<file path="src/hdl/pcfh_pkg.sv">
`timescale 1ns / 1ps

package pcfh_pkg;

    // Frame geometry
    localparam int FRAME_BYTES  = 12;
    localparam int ANSWER_BYTES = 12;
    localparam int FIDX_W       = 4;   // index into frame / answer bytes

    // Protocol characters
    localparam logic [7:0] CH_E      = 8'h45;
    localparam logic [7:0] CH_M      = 8'h4D;
    localparam logic [7:0] CH_U      = 8'h55;
    localparam logic [7:0] CH_A      = 8'h41;
    localparam logic [7:0] CH_N      = 8'h4E;
    localparam logic [7:0] CH_S      = 8'h53;
    localparam logic [7:0] CH_NUL    = 8'h00;
    localparam logic [7:0] FILL_BYTE = 8'hFF;

    // Reset values
    localparam logic [31:0] TACHO_LO_RST     = 32'd20;
    localparam logic [31:0] TACHO_HI_RST     = 32'd600;
    localparam logic [31:0] OVAL_LO_RST      = 32'd150;
    localparam logic [31:0] OVAL_HI_RST      = 32'd150000;
    localparam logic [31:0] TACHO_PERIOD_RST = 32'd300;
    localparam logic [31:0] OVAL_PERIOD_RST  = 32'd150;

    // Input request kinds
    typedef enum logic {
        KIND_BYTE = 1'b0,
        KIND_IDLE = 1'b1
    } kind_t;

    // Configuration register indexes
    typedef enum logic [1:0] {
        REG_TACHO_LO = 2'd0,
        REG_TACHO_HI = 2'd1,
        REG_OVAL_LO  = 2'd2,
        REG_OVAL_HI  = 2'd3
    } reg_index_t;

    // Period snapshot handed from front to back
    typedef struct packed {
        logic [31:0] tacho;
        logic [31:0] oval;
    } periods_t;

    // One byte of the answer frame: "ANS\0", tacho BE, oval BE
    function automatic logic [7:0] answer_byte(periods_t p, logic [FIDX_W-1:0] idx);
        logic [7:0] b;
        unique case (idx)
            4'd0:    b = CH_A;
            4'd1:    b = CH_N;
            4'd2:    b = CH_S;
            4'd3:    b = CH_NUL;
            4'd4:    b = p.tacho[31:24];
            4'd5:    b = p.tacho[23:16];
            4'd6:    b = p.tacho[15:8];
            4'd7:    b = p.tacho[7:0];
            4'd8:    b = p.oval[31:24];
            4'd9:    b = p.oval[23:16];
            4'd10:   b = p.oval[15:8];
            4'd11:   b = p.oval[7:0];
            default: b = CH_NUL;
        endcase
        return b;
    endfunction

endpackage

</file>
<file path="src/hdl/pcfh_front.sv">
`timescale 1ns / 1ps

module pcfh_front (
    input  logic                aclk,
    input  logic                aresetn,
    input  logic                s_tvalid,
    output logic                s_tready,
    input  logic [7:0]          rx_byte,
    input  pcfh_pkg::kind_t     kind,
    input  logic                cfg_wr_en,
    input  logic [1:0]          cfg_index,
    input  logic [31:0]         cfg_wr_data,
    output logic                push,
    output pcfh_pkg::periods_t  push_data,
    input  logic                q_full
);
    import pcfh_pkg::*;

    logic [7:0]        frame_reg [FRAME_BYTES];
    logic [7:0]        frame_next [FRAME_BYTES];
    logic [FIDX_W-1:0] count_reg, count_next;
    logic              capturing_reg, capturing_next;
    periods_t          periods_reg, periods_next;
    logic [31:0]       tacho_lo_reg, tacho_hi_reg, oval_lo_reg, oval_hi_reg;

    logic        accept;
    logic        header_ok;
    logic [31:0] tacho_rx, oval_rx;

    // Stall only when the answer queue has no room
    assign s_tready = !q_full;
    assign accept   = s_tvalid && s_tready;

    // Frame decode
    assign header_ok = (frame_reg[0] == CH_E) && (frame_reg[1] == CH_M) &&
                       (frame_reg[2] == CH_U) && (frame_reg[3] == CH_NUL);
    assign tacho_rx  = {frame_reg[4], frame_reg[5], frame_reg[6], frame_reg[7]};
    assign oval_rx   = {frame_reg[8], frame_reg[9], frame_reg[10], frame_reg[11]};

    // Capture and classify
    always_comb begin
        frame_next     = frame_reg;
        count_next     = count_reg;
        capturing_next = capturing_reg;
        periods_next   = periods_reg;
        push           = 1'b0;
        if (accept && kind == KIND_BYTE) begin
            if (!capturing_reg) begin
                if (rx_byte == CH_E) begin
                    capturing_next = 1'b1;
                    frame_next[0]  = rx_byte;
                    count_next     = FIDX_W'(1);
                end
            end else if (count_reg < FIDX_W'(FRAME_BYTES)) begin
                frame_next[count_reg] = rx_byte;
                count_next            = count_reg + FIDX_W'(1);
            end
        end else if (accept && kind == KIND_IDLE && capturing_reg) begin
            if (header_ok) begin
                if (tacho_rx >= tacho_lo_reg && tacho_rx <= tacho_hi_reg)
                    periods_next.tacho = tacho_rx;
                if (oval_rx >= oval_lo_reg && oval_rx <= oval_hi_reg)
                    periods_next.oval = oval_rx;
            end
            for (int i = 0; i < FRAME_BYTES; i++) frame_next[i] = FILL_BYTE;
            count_next     = '0;
            capturing_next = 1'b0;
            push           = 1'b1;
        end
    end

    assign push_data = periods_next;

    always_ff @(posedge aclk) begin
        if (!aresetn) begin
            for (int i = 0; i < FRAME_BYTES; i++) frame_reg[i] <= FILL_BYTE;
            count_reg         <= '0;
            capturing_reg     <= 1'b0;
            periods_reg.tacho <= TACHO_PERIOD_RST;
            periods_reg.oval  <= OVAL_PERIOD_RST;
            tacho_lo_reg      <= TACHO_LO_RST;
            tacho_hi_reg      <= TACHO_HI_RST;
            oval_lo_reg       <= OVAL_LO_RST;
            oval_hi_reg       <= OVAL_HI_RST;
        end else begin
            frame_reg     <= frame_next;
            count_reg     <= count_next;
            capturing_reg <= capturing_next;
            periods_reg   <= periods_next;
            // limit registers
            if (cfg_wr_en) begin
                unique case (reg_index_t'(cfg_index))
                    REG_TACHO_LO: tacho_lo_reg <= cfg_wr_data;
                    REG_TACHO_HI: tacho_hi_reg <= cfg_wr_data;
                    REG_OVAL_LO:  oval_lo_reg  <= cfg_wr_data;
                    REG_OVAL_HI:  oval_hi_reg  <= cfg_wr_data;
                    default: ;
                endcase
            end
        end
    end

endmodule

</file>
<file path="src/hdl/pcfh_queue.sv">
`timescale 1ns / 1ps

module pcfh_queue #(
    parameter int WIDTH = 64,
    parameter int DEPTH = 2
) (
    input  logic             aclk,
    input  logic             aresetn,
    input  logic             wr_en,
    input  logic [WIDTH-1:0] wr_data,
    input  logic             rd_en,
    output logic [WIDTH-1:0] rd_data,
    output logic             full,
    output logic             empty
);
    localparam int PTR_W = (DEPTH > 1) ? $clog2(DEPTH) : 1;
    localparam int CNT_W = $clog2(DEPTH + 1);

    logic [WIDTH-1:0] mem [DEPTH];
    logic [PTR_W-1:0] wr_ptr_reg, rd_ptr_reg;
    logic [CNT_W-1:0] count_reg;
    logic             do_wr, do_rd;

    assign full    = (count_reg == CNT_W'(DEPTH));
    assign empty   = (count_reg == '0);
    assign do_wr   = wr_en && !full;
    assign do_rd   = rd_en && !empty;
    assign rd_data = mem[rd_ptr_reg];

    // Storage, no reset needed
    always_ff @(posedge aclk) begin
        if (do_wr) mem[wr_ptr_reg] <= wr_data;
    end

    // Pointers and fill count
    always_ff @(posedge aclk) begin
        if (!aresetn) begin
            wr_ptr_reg <= '0;
            rd_ptr_reg <= '0;
            count_reg  <= '0;
        end else begin
            if (do_wr)
                wr_ptr_reg <= (wr_ptr_reg == PTR_W'(DEPTH - 1)) ? '0 : wr_ptr_reg + PTR_W'(1);
            if (do_rd)
                rd_ptr_reg <= (rd_ptr_reg == PTR_W'(DEPTH - 1)) ? '0 : rd_ptr_reg + PTR_W'(1);
            if (do_wr && !do_rd)
                count_reg <= count_reg + CNT_W'(1);
            else if (do_rd && !do_wr)
                count_reg <= count_reg - CNT_W'(1);
        end
    end

endmodule

</file>
<file path="src/hdl/pcfh_back.sv">
`timescale 1ns / 1ps

module pcfh_back (
    input  logic               aclk,
    input  logic               aresetn,
    input  logic               q_empty,
    input  pcfh_pkg::periods_t q_data,
    output logic               q_pop,
    output logic               m_tvalid,
    input  logic               m_tready,
    output logic [7:0]         m_tdata,
    output logic               m_tlast
);
    import pcfh_pkg::*;

    logic              busy_reg;
    periods_t          ans_reg;
    logic [FIDX_W-1:0] idx_reg;
    logic              m_tvalid_reg, m_tlast_reg;
    logic [7:0]        m_tdata_reg;

    logic out_free, emit, last_byte;

    // Output register is free when empty or being taken this cycle
    assign out_free  = !m_tvalid_reg || m_tready;
    assign emit      = busy_reg && out_free;
    assign last_byte = (idx_reg == FIDX_W'(ANSWER_BYTES - 1));
    assign q_pop     = !q_empty && (!busy_reg || (emit && last_byte));

    always_ff @(posedge aclk) begin
        if (!aresetn) begin
            busy_reg     <= 1'b0;
            idx_reg      <= '0;
            m_tvalid_reg <= 1'b0;
        end else begin
            // serialize one answer byte
            if (emit) begin
                m_tdata_reg  <= answer_byte(ans_reg, idx_reg);
                m_tlast_reg  <= last_byte;
                m_tvalid_reg <= 1'b1;
                idx_reg      <= last_byte ? '0 : idx_reg + FIDX_W'(1);
            end else if (m_tready) begin
                m_tvalid_reg <= 1'b0;
            end
            // next answer request from the queue
            if (q_pop) begin
                busy_reg <= 1'b1;
                ans_reg  <= q_data;
            end else if (emit && last_byte) begin
                busy_reg <= 1'b0;
            end
        end
    end

    assign m_tvalid = m_tvalid_reg;
    assign m_tdata  = m_tdata_reg;
    assign m_tlast  = m_tlast_reg;

endmodule

</file>
<file path="src/hdl/period_command_frame_handler_core.sv">
`timescale 1ns / 1ps

// Period command frame handler.
// Slave stream: one request per received UART byte (s_tuser = 0) or per
// receive-line-idle event (s_tuser = 1). A frame opens at an 'E' and keeps
// up to 12 bytes; an idle event closes it. A valid "EMU\0" frame carries
// two big-endian 32-bit periods, each taken only inside its limits.
// Master stream: for every closed frame a 12-byte answer "ANS\0" + tacho
// period + oval period (big-endian), m_tlast on the twelfth byte.
// Config port: cfg_wr_en / cfg_index / cfg_wr_data write the four limit
// registers (tacho low, tacho high, oval low, oval high), one per write.
// Throughput: one input request per cycle while s_tready is high. Each
// answer is sent out byte by byte by the serializer in the back end.
// An accepted idle event's answer passes the queue, the back-end answer
// register and the output register. Answers wait in a QUEUE_DEPTH-entry
// queue; s_tready drops only while that queue is full, i.e. when frames
// close faster than answers go out or the receiver holds m_tready low.
// Reset (aresetn low, synchronous): limits and periods return to their
// defaults, the frame buffer to all 0xFF, queue and output stage empty.
module period_command_frame_handler_core #(
    parameter int QUEUE_DEPTH = 2
) (
    input  logic        aclk,
    input  logic        aresetn,
    input  logic        s_tvalid,
    output logic        s_tready,
    input  logic [7:0]  s_tdata,     // [7:0] rx_byte
    input  logic        s_tuser,     // [0] kind
    input  logic        cfg_wr_en,
    input  logic [1:0]  cfg_index,
    input  logic [31:0] cfg_wr_data,
    output logic        m_tvalid,
    input  logic        m_tready,
    output logic [7:0]  m_tdata,     // [7:0] tx_byte
    output logic        m_tlast
);
    import pcfh_pkg::*;

    logic     push, q_full, q_empty, q_pop;
    periods_t push_data, q_data;

    pcfh_front u_front (
        .aclk        (aclk),
        .aresetn     (aresetn),
        .s_tvalid    (s_tvalid),
        .s_tready    (s_tready),
        .rx_byte     (s_tdata),
        .kind        (kind_t'(s_tuser)),
        .cfg_wr_en   (cfg_wr_en),
        .cfg_index   (cfg_index),
        .cfg_wr_data (cfg_wr_data),
        .push        (push),
        .push_data   (push_data),
        .q_full      (q_full)
    );

    pcfh_queue #(
        .WIDTH ($bits(periods_t)),
        .DEPTH (QUEUE_DEPTH)
    ) u_queue (
        .aclk    (aclk),
        .aresetn (aresetn),
        .wr_en   (push),
        .wr_data (push_data),
        .rd_en   (q_pop),
        .rd_data (q_data),
        .full    (q_full),
        .empty   (q_empty)
    );

    pcfh_back u_back (
        .aclk     (aclk),
        .aresetn  (aresetn),
        .q_empty  (q_empty),
        .q_data   (q_data),
        .q_pop    (q_pop),
        .m_tvalid (m_tvalid),
        .m_tready (m_tready),
        .m_tdata  (m_tdata),
        .m_tlast  (m_tlast)
    );

endmodule

</file>
<file path="config.mk">
export PLATFORM = sky130hd
export DESIGN_NAME = period_command_frame_handler_core
export DESIGN_NICKNAME = d
export VERILOG_FILES = /design/src/hdl/pcfh_pkg.sv /design/src/hdl/pcfh_front.sv /design/src/hdl/pcfh_queue.sv /design/src/hdl/pcfh_back.sv /design/src/hdl/period_command_frame_handler_core.sv
export SDC_FILE = /design/constraint.sdc
export NUM_CORES = 1
export LEC_CHECK = 0
export BUFFER_PORTS_ARGS = -buffer_cell sky130_fd_sc_hd__buf_2
export CAP_MARGIN = 25
export CELL_PAD_IN_SITES_DETAIL_PLACEMENT = 1
export CELL_PAD_IN_SITES_GLOBAL_PLACEMENT = 1
export CORE_MARGIN = 1
export CORE_UTILIZATION = 30
export CTS_CLUSTER_DIAMETER = 40
export CTS_CLUSTER_SIZE = 28
export DETAILED_ROUTE_END_ITERATION = 10
export HOLD_SLACK_MARGIN = 0.05
export PLACE_DENSITY_LB_ADDON = 0.15
export SLEW_MARGIN = 40
export SYNTH_ARGS = -nofsm -noshare
export SYNTH_HDL_FRONTEND = slang
export SYNTH_HIERARCHICAL = 1
export SYNTH_SLANG_ARGS = --single-unit
</file>
<file path="constraint.sdc">
create_clock -name aclk -period 7.1 [get_ports aclk]
set_clock_uncertainty 0.05 [all_clocks]
set_input_delay 1.065 -clock aclk [delete_from_list [all_inputs] [get_ports aclk]]
set_output_delay 1.065 -clock aclk [all_outputs]
set_load 0.01 [all_outputs]
</file>
; Word level (Yosys, flattened, before mapping)
; Memory sizes are Yosys's and may differ from the RTL's. A register that Yosys moved wholly into a read port is not among the register bits.
; Index checks and enable logic that the tools add are counted.
[word_totals]
ff_bits = 312
ram_bits = 128
in_bits = 48
output_inout_bits = 11
word_cells = 144
mem_count = 1
[classes]
n_addsub = 6
magnitude_cmp = 7
n_eq_ne = 22
n_mux = 37
bitwise_logic = 2
reduce_logical = 41
[mem_list]
columns = memory, words, word_bits, read_ports, rd_ports_with_merged_regs, wr, line_no
row1 = u_queue.mem, 2, 64, 1, 1, 1, pcfh_queue.sv:19  ; logic [WIDTH-1:0] mem [DEPTH];
[ops]
columns = cell, count
row1 = 96-bit 2-to-1 mux, 3
row2 = 64-bit 2-to-1 mux, 3
row3 = 96-bit bitwise mux, 1
row4 = 88-bit 2-to-1 mux, 1
row5 = 8-bit case mux with 11 select lines, 1
row6 = 32-bit greater-or-equal comparator, 2
row7 = 32-bit less-or-equal comparator, 2
row8 = 32-bit 2-to-1 mux, 2
row9 = 8-bit demux with 4-bit select, 1
row10 = 8-bit by 7-bit == test with 1-bit output (second input constant), 4
row11 = 4-bit 2-to-1 mux, 6
row12 = 8-bit 2-to-1 mux, 3
row13 = 1-bit logical AND, 17
row14 = 4-bit by 3-bit == test with 1-bit output (second input constant), 4
row15 = 4-bit == test (second input constant), 4
row16 = 1-bit 2-to-1 mux, 14
row17 = 2-bit AND reduction, 6
row18 = 4-bit by 1-bit adder with 4-bit output (second input constant), 2
row19 = 8-bit logical NOT, 1
row20 = 2-bit nonzero test, 4
row21 = 2-bit == test (second input constant), 3
row22 = 1-bit logical NOT, 6
row23 = 3-bit AND reduction, 2
row24 = 5-bit greater-or-equal comparator (second input constant), 1
row25 = 18 further kinds, 22

; Depth between registers and ports, before layout
[logic_depth]
word_depth = 12
depth_mapped = 12
depth_no_buf = 11

; Cells and area by module
; Netlist, hierarchy kept.
[by_module_without_submodules]
columns = module, n_inst, cells_per_inst, area_each_um2, seq_area_each_um2
row1 = pcfh_front, 1, 1783, 14331.2, 5865.6
row2 = pcfh_queue, 1, 224, 4870.9, 3943.8
row3 = pcfh_back, 1, 194, 3032.9, 2312.2

; Worst setup path before layout
; No wires, ideal clock.
[synth_path]
path_kind = input to register
startpoint = in m_tready
endpoint = reg u_back/ans_reg[0] in the netlist's numbering (enable)
setup_time_ns = 0.565
arrival_time_ns = 5.774
t_required_ns = 6.485
slack_ns = 0.711
stages = 4
n_path_buf = 1
cell_sequence = nor2b_1 clkbuf_2 o21a_1 nor3_1
[synth_between]
elab_chain_len = 6
[synth_lines]
columns = item, line_no
row1 = "start, declared", period_command_frame_handler_core.sv:33  ; input logic m_tready,
row2 = 1-bit logical OR, pcfh_back.sv:25  ; assign out_free = !m_tvalid_reg || m_tready;
row3 = 1-bit logical AND, pcfh_back.sv:26  ; assign emit = busy_reg && out_free;
row4 = 1-bit logical AND, pcfh_back.sv:28  ; assign q_pop = !q_empty && (!busy_reg || (emit && last_byte));
row5 = 1-bit logical OR, pcfh_back.sv:28
row6 = 1-bit logical AND, pcfh_back.sv:28
row7 = 2-bit AND reduction (no line), --
row8 = "end signal, assigned", pcfh_back.sv:48  ; ans_reg <= q_data;
row9 = "end, declared", pcfh_back.sv:17  ; periods_t ans_reg;
; Every way passes these cells.
; A chain may end at the register's enable or synchronous reset.

==> impl_metrics.tcl <==
set metrics [dict create \
    layoutNonFillerInstCount 3285 \
    max-vdd-ir-drop_mv 0.151 \
    worst-path-buf-inv 1 \
    first_pass_iters 7 \
    yosysWarnings 6 \
    drive_above_1_share_pct 15.4 \
    p_per_area_mw_per_mm2 292 \
    synth.most_common_cell "nand2_1" \
    path_cells "ha_1 -> nand4_1 -> nor4_1 -> nand4_1 -> or4_4 -> o31ai_4 -> buf_4 -> nand2_2 -> a21o_1" \
    post_drt_wl_per_cell_um 20.7 \
    reg2reg_depth 9 \
    required_ns 7.43 \
    netlist_area_mm2 0.0222 \
    core-area_mm2 0.0732 \
    cts-htree-levels 3 \
    tightestPinTransition_ns 0.769 \
    path_clk_slew_ns 0.05 \
    overflow 0 \
    report.final.slew_viol_count 0 \
    synthTopCellsByArea "dfxtp_1, edfxtp_1, nand2_1" \
    cts-root-buf "clkbuf_16" \
    fp.dieW_um 274 \
    clk_latency_ns 0.63 \
    grt.total_usage_pct 18.5 \
    whs_path_depth 2 \
    drtIter0Drc 643 \
    fin_crit_sh_pct 52.2 \
    layout.nets 2434 \
    postCtsSetupBuffers 0 \
    cp.depth 9 \
    route.detailed.drc 6 \
    dp_hpwl_mm 46.3 \
    via_per_inst 5.01 \
    drv_cap 0 \
    cp_max_fo 33 \
    grt_first_pass_wirelength_mm 105 \
    ys_top_cells_by_count "nand2_1, dfxtp_1, a21oi_1" \
    yosysUniqueCellTypes 70 \
    drtAntennaViolNets 0 \
    cpMostUsedCell "nand4_1" \
    grt_pass1_vias 17099 \
    dpl.cell_count 3114 \
    clock.fmax_ghz 0.270 \
    final.setup.tns_ns 0 \
    cts_sinks 505 \
    die_area_mm2 0.0752 \
    gp_congestion 0.769 \
    critPathMaxStageDelay_ns 0.59 \
    setup_violations 0 \
    yosysTopAreaCellShare_pct 27.4 \
    cts_resized 0 \
    die_y_um 274 \
    rsz0062_at_grt "no" \
    hold_buffers 0 \
    status "finished, violations left" \
    clockBufferDepth 3 \
    cts_tree "done" \
    wirelength_mm 68.1 \
    cp_slowest_cell "or4_4" \
    synth_edf_count 201 \
    syn_avg_cell_area_um2 10.1 \
    syn_inst 2201 \
    grt_max_degree 115 \
    ys_seq_area_share_pct 54.5 \
    ys.flop_type "dfxtp_1" \
    path_delay_family "simple AND/OR/NAND/NOR gates" \
    area_growth_pct 20.1 \
    io_pins 59 \
    antenna_found_initial 1 \
    diodes 0 \
    finalCriticalPeriod_ns 3.71 \
    place_area_mm2 0.0234 \
    cts_buffers 91 \
    fp-row-count 99 \
    final_design_area_no_fill_mm2 0.0267 \
    ys_async_sr_fraction_pct 0 \
    ys_ff_latch 505 \
    syn_nets 2386 \
    start_util_pct 30.4 \
    p_leak_nw 10.5 \
    port_buffers 58 \
    largest_reg_flops 128 \
    hold_viol 0 \
    vias 16451 \
    hold_path_class "reg2reg" \
    cp_data_arrival_time_ns 4.04 \
    worstSetupPathType "reg2reg" \
    yosys.area.top_type "dfxtp_1" \
    failed_checks "design-rule violations" \
    slew_headroom_pct 48.7 \
    startpoint_type "flop" \
    crit_path_end_kind "flop" \
]
[path summary, 6_finish.rpt]
kind,start,to,slack [ns]
worst max-delay path,u_front/frame_reg[25]$_SDFFE_PN1P_,u_queue/mem[0][1]$_DFFE_PP_,3.39
worst min-delay path,u_front/oval_lo_reg[23]$_SDFFE_PN0P_,u_front/oval_lo_reg[23]$_SDFFE_PN0P_,0.40
worst max register to register,u_front/frame_reg[25]$_SDFFE_PN1P_,u_queue/mem[0][1]$_DFFE_PP_,3.39
worst min register to register,u_front/oval_lo_reg[23]$_SDFFE_PN0P_,u_front/oval_lo_reg[23]$_SDFFE_PN0P_,0.40
[layout by cell type (no fill, tap or decap), types with 24 or more instances in the layout]
cell type,instances
buf_4,24
mux2_2,64
nor2_1,30
nand2_1,472
edfxtp_1,201
dfxtp_1,303
nand3_1,58
o211ai_1,120
o31ai_1,62
nand4_1,26
a21oi_1,228
ha_1,136
buf_2,57
o21ai_0,24
inv_1,141
clkbuf_16,95
[report_power, final]
group / switching [mW] / internal (mW) / total (mW)
combinational: 0.167 / 0.0672 / 0.234
sequential: 0.0124 / 3.02 / 3.04
clock: 1.56 / 2.95 / 4.51
[cell families after synthesis]
logic type / synth area share [%]
fa+ha+maj: 7.71
simple gates: 13.7
buf+inv: 5.19
flops: 54.5
xor+xnor: 0.118
mux: 3.24
compound gates: 15.5
[per-stage QoR]
step,total power [mW],worst slack [ns],hold WS [ns],utilization [%]
2_1_floorplan,3.22,0.711,0.386,-
3_3_place_gp,3.32,2.94,0.392,32.0
3_5_place_dp,3.33,2.92,0.398,32.0
4_1_cts,7.89,3.35,0.403,36.4
5_1_grt,8.05,3.09,0.421,36.5
6_report,7.78,3.39,0.401,36.5
[worst min-delay path, stage by stage (launching register included)]
cell and delay, ns:
dfxtp_1 0.30, nand2_1 0.05, a21oi_1 0.05
[layout make-up]
type,instances,area [um^2]
sequential,505,12100
timing repair buffer,88,562
multi-input combinational,1419,9050
clock buffer,114,2540
inverter,144,543
tap,959,1200
fill,8086,46500
clock inverter,56,677
[metal layers]
layer | global-route usage, % | share of wire, % | vias up
met3 | 2.70 | 3.7 | 105
met4 | 7.15 | 3.0 | 0
met5 | 0 | 0 | -
li1 | - | - | 7996
met2 | 29.4 | 46 | 300
met1 | 25.1 | 48 | 8050
(Power assumes the default switching activity.)
